### src/design/crtcbr_pkg.sv
package crtcbr_pkg;

    // CRTC register file geometry.
    localparam int CRTC_COUNT = 64;
    localparam int CRTC_IDX_W = $clog2(CRTC_COUNT);

    // Bus access kinds.
    localparam logic OP_READ  = 1'b0;
    localparam logic OP_WRITE = 1'b1;

    // I/O ports handled here, after the mono/color remap.
    localparam logic [15:0] PORT_BANK      = 16'h03CD;
    localparam logic [15:0] PORT_GFX_INDEX = 16'h03CE;
    localparam logic [15:0] PORT_GFX_DATA  = 16'h03CF;
    localparam logic [15:0] PORT_CRTC_IDX  = 16'h03D4;
    localparam logic [15:0] PORT_CRTC_DATA = 16'h03D5;
    localparam logic [11:0] PORT_MONO_BLK  = 12'h03B;
    localparam logic [11:0] PORT_COLOR_BLK = 12'h03D;
    localparam logic [15:0] PORT_SWAP_MASK = 16'h0060;

    // CRTC register numbers with special behavior.
    localparam logic [CRTC_IDX_W-1:0] CRTC_OVERFLOW   = 6'h07;
    localparam logic [CRTC_IDX_W-1:0] CRTC_PROT_LIMIT = 6'h07;
    localparam logic [CRTC_IDX_W-1:0] CRTC_CURSOR_LO  = 6'h0E;
    localparam logic [CRTC_IDX_W-1:0] CRTC_CURSOR_HI  = 6'h10;
    localparam logic [CRTC_IDX_W-1:0] CRTC_VRETRACE   = 6'h11;
    localparam logic [CRTC_IDX_W-1:0] CRTC_EXT_PROT   = 6'h35;
    localparam logic [CRTC_IDX_W-1:0] CRTC_EXT_CTL    = 6'h36;
    localparam logic [CRTC_IDX_W-1:0] CRTC_MEM_CFG    = 6'h37;

    // Graphics controller register that holds the memory map.
    localparam logic [3:0] GFX_MODE_INDEX = 4'h6;

    // Board variant that skips the memory size check.
    localparam logic [1:0] BOARD_NO_SIZE_CHECK = 2'd1;

    // Configuration register numbers.
    localparam logic [1:0] CFG_COLOR   = 2'd0;
    localparam logic [1:0] CFG_VARIANT = 2'd1;
    localparam logic [1:0] CFG_MEMSIZE = 2'd2;

    // Write request into the CRTC register file.
    typedef struct packed {
        logic                  we;
        logic [CRTC_IDX_W-1:0] addr;
        logic [7:0]            data;
    } crtc_wr_t;

    // Values the register file presents to the access logic.
    typedef struct packed {
        logic [7:0] cur;
        logic [7:0] ctl11;
        logic [7:0] ext36;
    } crtc_rd_t;

    // Bits of each CRTC register that are implemented.
    function automatic logic [7:0] reg_mask(input logic [CRTC_IDX_W-1:0] idx);
        logic [7:0] m;
        if (idx <= 6'h18) begin
            m = 8'hFF;
        end
        else if (idx < 6'h30) begin
            m = 8'h00;
        end
        else if (idx == 6'h33) begin
            m = 8'h0F;
        end
        else if (idx < 6'h38) begin
            m = 8'hFF;
        end
        else begin
            m = 8'h00;
        end
        return m;
    endfunction

    // Memory size code that a CRTC 0x37 setting requires.
    function automatic logic [2:0] size_needed(input logic [7:0] v);
        logic [2:0] s;
        case (v[3:0] & 4'hB)
            4'h0, 4'h1:       s = 3'd0;
            4'h2:             s = 3'd1;
            4'h3, 4'h8, 4'h9: s = 3'd2;
            4'hA:             s = 3'd3;
            default:          s = 3'd4;
        endcase
        return s;
    endfunction

endpackage

### src/design/svga_crtc_extension_and_bank_regs_unit.sv
// A transaction accepted at a clock edge is captured in the input stage; done and
// the result fields are then registered from that stage.
// Throughput: one transaction per cycle; busy is never asserted, and the
// receiver cannot stall, so results leave as fast as they are produced.
// Reset: rst_n is asynchronous and active low; all CRTC registers read as zero
// immediately after reset through per-register valid bits.
module svga_crtc_extension_and_bank_regs_unit (
    input  logic        clk,
    input  logic        rst_n,
    input  logic        start,
    output logic        busy,
    input  logic        opcode,
    input  logic [15:0] port_address,
    input  logic [7:0]  write_data,
    output logic        done,
    output logic [7:0]  read_data,
    output logic        forwarded,
    output logic [3:0]  bank_wr,
    output logic [3:0]  bank_rd,
    output logic        linear_window,
    output logic        timing_change,
    output logic        memory_map_on,
    input  logic        psel,
    input  logic        penable,
    input  logic        pwrite,
    input  logic [3:0]  paddr,
    input  logic [31:0] pwdata,
    output logic [31:0] prdata,
    output logic        pready
);

    // Configuration registers.
    logic       color_reg;
    logic [1:0] variant_reg;
    logic [2:0] memsize_reg;
    logic       cfg_we;

    // Input stage.
    logic        item_valid_reg;
    logic        op_reg;
    logic [15:0] addr_reg;
    logic [7:0]  data_reg;

    // Block state.
    logic [crtcbr_pkg::CRTC_IDX_W-1:0] crtc_index_reg, crtc_index_next;
    logic [7:0] bank_sel_reg, bank_sel_next;
    logic [3:0] gfx_index_reg, gfx_index_next;
    logic [7:0] gfx_mode_reg, gfx_mode_next;
    logic [3:0] wbank_reg, wbank_next;
    logic [3:0] rbank_reg, rbank_next;
    logic       linear_reg, linear_next;
    logic       map_on_reg, map_on_next;

    // Result stage.
    logic       done_reg;
    logic [7:0] rd_res_reg;
    logic       fwd_res_reg;
    logic       tchg_res_reg;
    logic [7:0] rd_val;
    logic       fwd_val;
    logic       tchg_val;

    // Access decode working values.
    logic [15:0] eff_addr;
    logic        prot;
    logic [7:0]  crtc_val;

    crtcbr_pkg::crtc_wr_t crtc_wr;
    crtcbr_pkg::crtc_rd_t crtc_rd;

    assign busy   = 1'b0;
    assign pready = 1'b1;
    assign cfg_we = psel && penable && pwrite && pready;

    // Configuration write and read-back.
    always_ff @(posedge clk or negedge rst_n)
    begin
        if (!rst_n)
        begin
            color_reg   <= 1'b1;
            variant_reg <= 2'd0;
            memsize_reg <= 3'd4;
        end
        else if (cfg_we)
        begin
            case (paddr[3:2])
                crtcbr_pkg::CFG_COLOR:   color_reg   <= pwdata[0];
                crtcbr_pkg::CFG_VARIANT: variant_reg <= pwdata[1:0];
                crtcbr_pkg::CFG_MEMSIZE: memsize_reg <= pwdata[2:0];
                default:                 ;
            endcase
        end
    end

    always_comb
    begin
        case (paddr[3:2])
            crtcbr_pkg::CFG_COLOR:   prdata = {31'd0, color_reg};
            crtcbr_pkg::CFG_VARIANT: prdata = {30'd0, variant_reg};
            crtcbr_pkg::CFG_MEMSIZE: prdata = {29'd0, memsize_reg};
            default:                 prdata = 32'd0;
        endcase
    end

    // Input register for each accepted transaction.
    always_ff @(posedge clk or negedge rst_n)
    begin
        if (!rst_n)
        begin
            item_valid_reg <= 1'b0;
        end
        else
        begin
            item_valid_reg <= start && !busy;
        end
    end

    always_ff @(posedge clk)
    begin
        if (start && !busy)
        begin
            op_reg   <= opcode;
            addr_reg <= port_address;
            data_reg <= write_data;
        end
    end

    crtcbr_crtc_file u_crtc_file (
        .clk     (clk),
        .rst_n   (rst_n),
        .wr      (crtc_wr),
        .rd_addr (crtc_index_next),
        .rd      (crtc_rd)
    );

    // Port decode and register updates for the transaction in the input stage.
    always_comb
    begin
        crtc_index_next = crtc_index_reg;
        bank_sel_next   = bank_sel_reg;
        gfx_index_next  = gfx_index_reg;
        gfx_mode_next   = gfx_mode_reg;
        wbank_next      = wbank_reg;
        rbank_next      = rbank_reg;
        linear_next     = linear_reg;
        map_on_next     = map_on_reg;
        rd_val          = 8'h00;
        fwd_val         = 1'b1;
        tchg_val        = 1'b0;
        crtc_wr.we      = 1'b0;
        crtc_wr.addr    = crtc_index_reg;
        crtc_val        = data_reg;
        prot            = crtc_rd.ctl11[7];

        // Mono and color port blocks swap when color addressing is off.
        eff_addr = addr_reg;
        if ((addr_reg[15:4] == crtcbr_pkg::PORT_COLOR_BLK
             || addr_reg[15:4] == crtcbr_pkg::PORT_MONO_BLK) && !color_reg)
        begin
            eff_addr = addr_reg ^ crtcbr_pkg::PORT_SWAP_MASK;
        end

        // Value a CRTC data write would store.
        if (crtc_index_reg == crtcbr_pkg::CRTC_OVERFLOW && prot)
        begin
            crtc_val = (crtc_rd.cur & 8'hEF) | (data_reg & 8'h10);
        end
        crtc_val = crtc_val & crtcbr_pkg::reg_mask(crtc_index_reg);
        crtc_wr.data = crtc_val;

        if (item_valid_reg)
        begin
            if (op_reg == crtcbr_pkg::OP_READ)
            begin
                if (eff_addr == crtcbr_pkg::PORT_BANK)
                begin
                    rd_val  = bank_sel_reg;
                    fwd_val = 1'b0;
                end
                else if (eff_addr == crtcbr_pkg::PORT_CRTC_IDX)
                begin
                    rd_val  = {2'b00, crtc_index_reg};
                    fwd_val = 1'b0;
                end
                else if (eff_addr == crtcbr_pkg::PORT_CRTC_DATA)
                begin
                    rd_val  = crtc_rd.cur;
                    fwd_val = 1'b0;
                end
            end
            else if (eff_addr == crtcbr_pkg::PORT_BANK)
            begin
                bank_sel_next = data_reg;
                if (!crtc_rd.ext36[4] && !gfx_mode_reg[3])
                begin
                    wbank_next = data_reg[3:0];
                    rbank_next = data_reg[7:4];
                end
                fwd_val = 1'b0;
            end
            else if (eff_addr == crtcbr_pkg::PORT_GFX_INDEX)
            begin
                gfx_index_next = data_reg[3:0];
            end
            else if (eff_addr == crtcbr_pkg::PORT_GFX_DATA)
            begin
                if (gfx_index_reg == crtcbr_pkg::GFX_MODE_INDEX)
                begin
                    if (!crtc_rd.ext36[4] && !data_reg[3])
                    begin
                        wbank_next = bank_sel_reg[3:0];
                        rbank_next = bank_sel_reg[7:4];
                    end
                    else
                    begin
                        wbank_next = 4'd0;
                        rbank_next = 4'd0;
                    end
                    gfx_mode_next = data_reg;
                    linear_next   = (gfx_mode_reg[3:2] != 2'b00) && (data_reg[3:2] == 2'b00);
                end
            end
            else if (eff_addr == crtcbr_pkg::PORT_CRTC_IDX)
            begin
                crtc_index_next = data_reg[crtcbr_pkg::CRTC_IDX_W-1:0];
                fwd_val         = 1'b0;
            end
            else if (eff_addr == crtcbr_pkg::PORT_CRTC_DATA)
            begin
                if (prot && (crtc_index_reg < crtcbr_pkg::CRTC_PROT_LIMIT
                             || crtc_index_reg == crtcbr_pkg::CRTC_EXT_PROT))
                begin
                    fwd_val = 1'b0;
                end
                else
                begin
                    crtc_wr.we = 1'b1;
                    if (crtc_index_reg == crtcbr_pkg::CRTC_EXT_CTL)
                    begin
                        if (!crtc_val[4] && !gfx_mode_reg[3])
                        begin
                            wbank_next = bank_sel_reg[3:0];
                            rbank_next = bank_sel_reg[7:4];
                        end
                        else
                        begin
                            wbank_next = 4'd0;
                            rbank_next = 4'd0;
                        end
                    end
                    tchg_val = (crtc_rd.cur != crtc_val)
                               && (crtc_index_reg < crtcbr_pkg::CRTC_CURSOR_LO
                                   || crtc_index_reg > crtcbr_pkg::CRTC_CURSOR_HI);
                    if (crtc_index_reg == crtcbr_pkg::CRTC_MEM_CFG
                        && variant_reg != crtcbr_pkg::BOARD_NO_SIZE_CHECK)
                    begin
                        map_on_next = (crtcbr_pkg::size_needed(crtc_val) == memsize_reg);
                    end
                end
            end
        end
    end

    // State registers.
    always_ff @(posedge clk or negedge rst_n)
    begin
        if (!rst_n)
        begin
            crtc_index_reg <= '0;
            bank_sel_reg   <= 8'h00;
            gfx_index_reg  <= 4'h0;
            gfx_mode_reg   <= 8'h00;
            wbank_reg      <= 4'h0;
            rbank_reg      <= 4'h0;
            linear_reg     <= 1'b0;
            map_on_reg     <= 1'b1;
            done_reg       <= 1'b0;
        end
        else
        begin
            crtc_index_reg <= crtc_index_next;
            bank_sel_reg   <= bank_sel_next;
            gfx_index_reg  <= gfx_index_next;
            gfx_mode_reg   <= gfx_mode_next;
            wbank_reg      <= wbank_next;
            rbank_reg      <= rbank_next;
            linear_reg     <= linear_next;
            map_on_reg     <= map_on_next;
            done_reg       <= item_valid_reg;
        end
    end

    // Result register for the per-transaction fields.
    always_ff @(posedge clk)
    begin
        if (item_valid_reg)
        begin
            rd_res_reg   <= rd_val;
            fwd_res_reg  <= fwd_val;
            tchg_res_reg <= tchg_val;
        end
    end

    assign done          = done_reg;
    assign read_data     = rd_res_reg;
    assign forwarded     = fwd_res_reg;
    assign timing_change = tchg_res_reg;
    assign bank_wr       = wbank_reg;
    assign bank_rd       = rbank_reg;
    assign linear_window = linear_reg;
    assign memory_map_on = map_on_reg;

    // A result appears only for a transaction held in the input stage.
    a_done_follows_item: assert property (@(posedge clk) disable iff (!rst_n)
        done |-> $past(item_valid_reg))
        else $error("done without a transaction in the input stage");

    // Data returned by a handled read is never forwarded as well.
    a_read_not_forwarded: assert property (@(posedge clk) disable iff (!rst_n)
        (done && read_data != 8'h00) |-> !forwarded)
        else $error("read data returned on a forwarded access");

    // Linear addressing or the extended control bit keeps both banks at zero.
    a_banks_cleared: assert property (@(posedge clk) disable iff (!rst_n)
        (gfx_mode_reg[3] || crtc_rd.ext36[4]) |-> (wbank_reg == 4'd0 && rbank_reg == 4'd0))
        else $error("bank nonzero while banking is disabled");

endmodule

### src/design/crtcbr_crtc_file.sv
module crtcbr_crtc_file (
    input  logic                                clk,
    input  logic                                rst_n,
    input  crtcbr_pkg::crtc_wr_t                wr,
    input  logic [crtcbr_pkg::CRTC_IDX_W-1:0]   rd_addr,
    output crtcbr_pkg::crtc_rd_t                rd
);

    logic [7:0]                        mem [crtcbr_pkg::CRTC_COUNT];
    logic [crtcbr_pkg::CRTC_COUNT-1:0] valid_reg;
    logic [7:0]                        mem_q_reg;
    logic                              rd_valid_reg;
    logic                              byp_reg;
    logic [7:0]                        byp_data_reg;
    logic [7:0]                        ctl11_reg;
    logic [7:0]                        ext36_reg;

    // Storage array with a registered read of the next selected register.
    always_ff @(posedge clk)
    begin
        if (wr.we)
        begin
            mem[wr.addr] <= wr.data;
        end
        mem_q_reg    <= mem[rd_addr];
        byp_data_reg <= wr.data;
    end

    // Valid bits make never-written registers read as zero after reset.
    always_ff @(posedge clk or negedge rst_n)
    begin
        if (!rst_n)
        begin
            valid_reg    <= '0;
            rd_valid_reg <= 1'b0;
            byp_reg      <= 1'b0;
            ctl11_reg    <= 8'h00;
            ext36_reg    <= 8'h00;
        end
        else
        begin
            if (wr.we)
            begin
                valid_reg[wr.addr] <= 1'b1;
            end
            rd_valid_reg <= valid_reg[rd_addr];
            byp_reg      <= wr.we;
            if (wr.we && wr.addr == crtcbr_pkg::CRTC_VRETRACE)
            begin
                ctl11_reg <= wr.data;
            end
            if (wr.we && wr.addr == crtcbr_pkg::CRTC_EXT_CTL)
            begin
                ext36_reg <= wr.data;
            end
        end
    end

    // A write in the previous cycle always targets the selected register.
    always_comb
    begin
        if (byp_reg)
        begin
            rd.cur = byp_data_reg;
        end
        else if (rd_valid_reg)
        begin
            rd.cur = mem_q_reg;
        end
        else
        begin
            rd.cur = 8'h00;
        end
        rd.ctl11 = ctl11_reg;
        rd.ext36 = ext36_reg;
    end

endmodule
### config.mk
export PLATFORM = sky130hd
export DESIGN_NAME = svga_crtc_extension_and_bank_regs_unit
export DESIGN_NICKNAME = d
export VERILOG_FILES = /design/src/design/crtcbr_pkg.sv /design/src/design/svga_crtc_extension_and_bank_regs_unit.sv /design/src/design/crtcbr_crtc_file.sv
export SDC_FILE = /design/constraint.sdc
export NUM_CORES = 1
export LEC_CHECK = 0
export BUFFER_PORTS_ARGS = -buffer_cell sky130_fd_sc_hd__buf_2
export CAP_MARGIN = 40
export CORE_MARGIN = 8
export CORE_UTILIZATION = 25
export CTS_CLUSTER_SIZE = 16
export DETAILED_ROUTE_END_ITERATION = 16
export GPL_TIMING_DRIVEN = 0
export PLACE_DENSITY = 0.38
export SLEW_MARGIN = 15
export SYNTH_ARGS = -nofsm -noshare
export SYNTH_HDL_FRONTEND = slang
export SYNTH_SLANG_ARGS = --single-unit
### constraint.sdc
create_clock -name clk -period 5.6 [get_ports clk]
set_input_delay 1.12 -clock clk [delete_from_list [all_inputs] [get_ports clk]]
set_output_delay 1.12 -clock clk [all_outputs]
set_load 0.05 [all_outputs]
==> flow_summary_export.csv <==
group,metric,value,unit
flow_run,maxCapViolations,0,
finish,fin_cells,4174,
timing,worst_pin_slew,0.930,ns
finish,multiInputGateArea,9280,um2
global_routing,vias_in_the_first_global_route,21700,
route,post_drt_wl_per_cell,26.9,um
clocking,clkTransAtPathRegs,0.06,ns
global_routing,grt-ovfl-total,0,
critical_path,crit_type,"reg -> reg",
synthesis,syn-cell-area,29500,um2
critical_path,arrival,5.82,ns
finish,largest_register_ffs,512,
timing,timing_max_transition_violations_final,0,
synthesis,synth_flop_cell,"edfxtp_1",
placement,dp_cells,4024,
die,die-area,129000,um2
timing,final.setup.tns,0,ns
finish,area.growth.synth_to_final,21.0,%
worst_hold_path,timing.hold.worst.class,"in -> async",
clocking,cts-root-to-sink-buffers,3,
synthesis,synth_seq_area_share,65.7,%
critical_path,critical_path_peak_fanout,13,
timing,timing.final.crit_share,95.5,%
clocking,clk-insertion-delay-late,0.64,ns
timing,maxClockFrequency,0.187,GHz
critical_path,end_kind,"flip-flop",
clocking,cts_sinks,669,
global_routing,grt_antenna_before_repair,4,
critical_path,regToRegSetupSlack,0.25,ns
die,initial_core_util,25.1,%
critical_path,worstSetupStartpointType,"flip-flop",
route,via_per_inst,5.21,
synthesis,synth_async_sr_flop_share,15.8,%
timing,final.min_clock_period,5.35,ns
clocking,post_cts_buffers,0,
die,ports_placed_on_the_boundary,122,
placement,placement.io_buffers,59,
finish,fillers,11900,
synthesis,synth.ff_latch_count,669,
route,ant_nets,0,
power_and_ir_drop,power_density,317,nW/um2
route,remaining_drc_errors,0,
power_and_ir_drop,maximum_vdd_drop,0.252,mV
clocking,tritoncts,"done",
finish,layout-drive-gt1-share,19.1,%
global_routing,grt_max_degree,73,
finish,register_area,19400,um2
synthesis,synthesis.instances,2318,
clocking,clock_tree.htree_level_count,3,
finish,mostFrequentLayoutCell,"edfxtp_1",
placement,finalWeightedCongestion,0.848,
clocking,cts_made_buffers,79,
timing,slew_headroom,37.8,%
placement,dp_hpwl,80.8,mm
status,run_status,"finished clean",
synthesis,synth-warning-count,0,
route,drtPass1Iterations,8,
finish,most-common-layout-cells,"547 x edfxtp_1, 318 x nand2_1, 155 x clkbuf_1",
route,route.vias.total,21700,
synthesis,yosys.cell_types.count,76,
clocking,cts-root-buf,"clkbuf_16",
global_routing,globalRouteTotalUtil,16.7,%
clocking,post_cts.resized_instances,0,
die,fp.coreArea,118000,um2
synthesis,synthesis.area_per_instance,12.7,um2
timing,finalSetupViolations,0,
synthesis,edff_count_synth,547,
global_routing,grt_pass1_wl,161,mm
critical_path,timing.critical_path.required,6.07,ns
die,core.rowCount,126,
timing,skew,0.0246,ns
die,die_y,360,um
die,floorplan.die.width,360,um
timing,timing.final.hold_violations,0,
route,drt_first_iter_violations,1990,
power_and_ir_drop,power.static_leakage,12.2,nW
timing,rsz0062_at_grt,"false",
clocking,post_cts_hold_buffer_count,0,
finish,nets,2640,
route,routed_wl,112,mm
[worst paths after layout]
path / depth (start not counted) / start / to
worst max-delay path: 11 / item_valid_reg / u_crtc_file.mem_q_reg[7]
worst min-delay path: 1 / rst_n / gfx_index_reg[0]
worst max register to register: 11 / item_valid_reg / u_crtc_file.mem_q_reg[7]
worst min register to register: 1 / u_crtc_file.valid_reg[19] / u_crtc_file.valid_reg[19]
max in group asynchronous: 2 / rst_n / u_crtc_file.valid_reg[44]
min in group clk: 1 / u_crtc_file.valid_reg[19] / u_crtc_file.valid_reg[19]
[report_power, final]
group          internal [W]  leakage, nW  switching, W
Clock               0.00312         1.30       0.00216
Sequential          0.00545         6.54     0.0000269
Combinational      0.000150         4.41      0.000431
Total               0.00872         12.2       0.00261
[stage by stage]
step / cell area, um2 / utilization (%) / hold WS (ns) / power (W) / setup WS [ns]
floorplan: 29600 / - / 0.427 / 0.00586 / 0.523
global placement: 31900 / 27.1 / 0.443 / 0.00612 / -7.57
detailed placement: 33000 / 28.1 / 0.443 / 0.00617 / 0.347
CTS: 35700 / 30.3 / 0.344 / 0.0115 / 0.323
global route: 35700 / 30.4 / 0.356 / 0.0117 / 0.128
finish: 35700 / 30.4 / 0.365 / 0.0113 / 0.251
[cell families after synthesis]
family | count (synthesis) | synth area share (%)
AND/OR/NAND/NOR | 713 | 11.4
flip-flops | 669 | 65.7
AO/OA/AOI/OAI | 614 | 14.9
buffers and inverters | 241 | 3.72
multiplexers | 72 | 4.12
XOR/XNOR | 7 | 0.208
other | 2 | 0.0254
[critical path, stage by stage (launching register included)]
cell	delay [ns]
dfrtp_1	0.73
nand2_1	0.32
a211oi_2	0.54
buf_2	0.33
nand4_1	0.29
buf_8	0.29
nand2_1	0.55
clkbuf_1	0.54
a211oi_1	0.17
o21ai_0	0.49
a31oi_1	0.25
a311oi_1	0.64
[per-layer routing]
metal | vias to the layer above | wire, um | GRT usage, % | part of all wire (%)
met4 | 2 | 3730 | 5.26 | 3.3
li1 | 9547 | - | - | -
met5 | - | 13 | 0 | 0.012
met1 | 11100 | 50500 | 22.9 | 45
met3 | 194 | 6220 | 2.94 | 5.5
met2 | 866 | 51900 | 26.9 | 46
[synth_stat cells, drive strengths merged (5+ instances only)]
master | count | share of area, %
edfxtp | 547 | 56
nand2 | 318 | 4.0
a31oi | 141 | 3.0
clkbuf | 138 | 1.8
nand3 | 117 | 2.0
dfrtp | 103 | 8.7
nor2 | 103 | 1.3
o21ai | 89 | 1.5
a311oi | 83 | 2.5
buf | 82 | 1.7
a2111oi | 72 | 2.1
or2 | 63 | 1.3
a21oi | 53 | 0.91
a211oi | 43 | 1.1
o22ai | 42 | 0.89
and3 | 38 | 0.80
mux4 | 36 | 2.7
mux2 | 33 | 1.3
a22oi | 22 | 0.56
inv | 21 | 0.27
a2111o | 18 | 0.69
dfxtp | 16 | 1.1
nor4 | 16 | 0.44
o211ai | 14 | 0.44
nand4 | 10 | 0.23
nor2b | 9 | 0.19
o22a | 9 | 0.27
a22o | 8 | 0.24
and2 | 7 | 0.15
nor3 | 7 | 0.15
o31ai | 7 | 0.26
and4 | 5 | 0.15
[area by class of cell]
class,instances,area share (%)
Inverter,21,0.228
Clock buffer,112,6.46
Clock inverter,33,0.984
Timing Repair Buffer,145,3.80
Sequential cell,669,54.3
Multi-Input combinational cell,1437,26.0
Antenna cell,1,0.00700
Tap cell,1536,5.38
Buffer,220,2.86
Note: power is estimated with default switching activity, not from simulation.
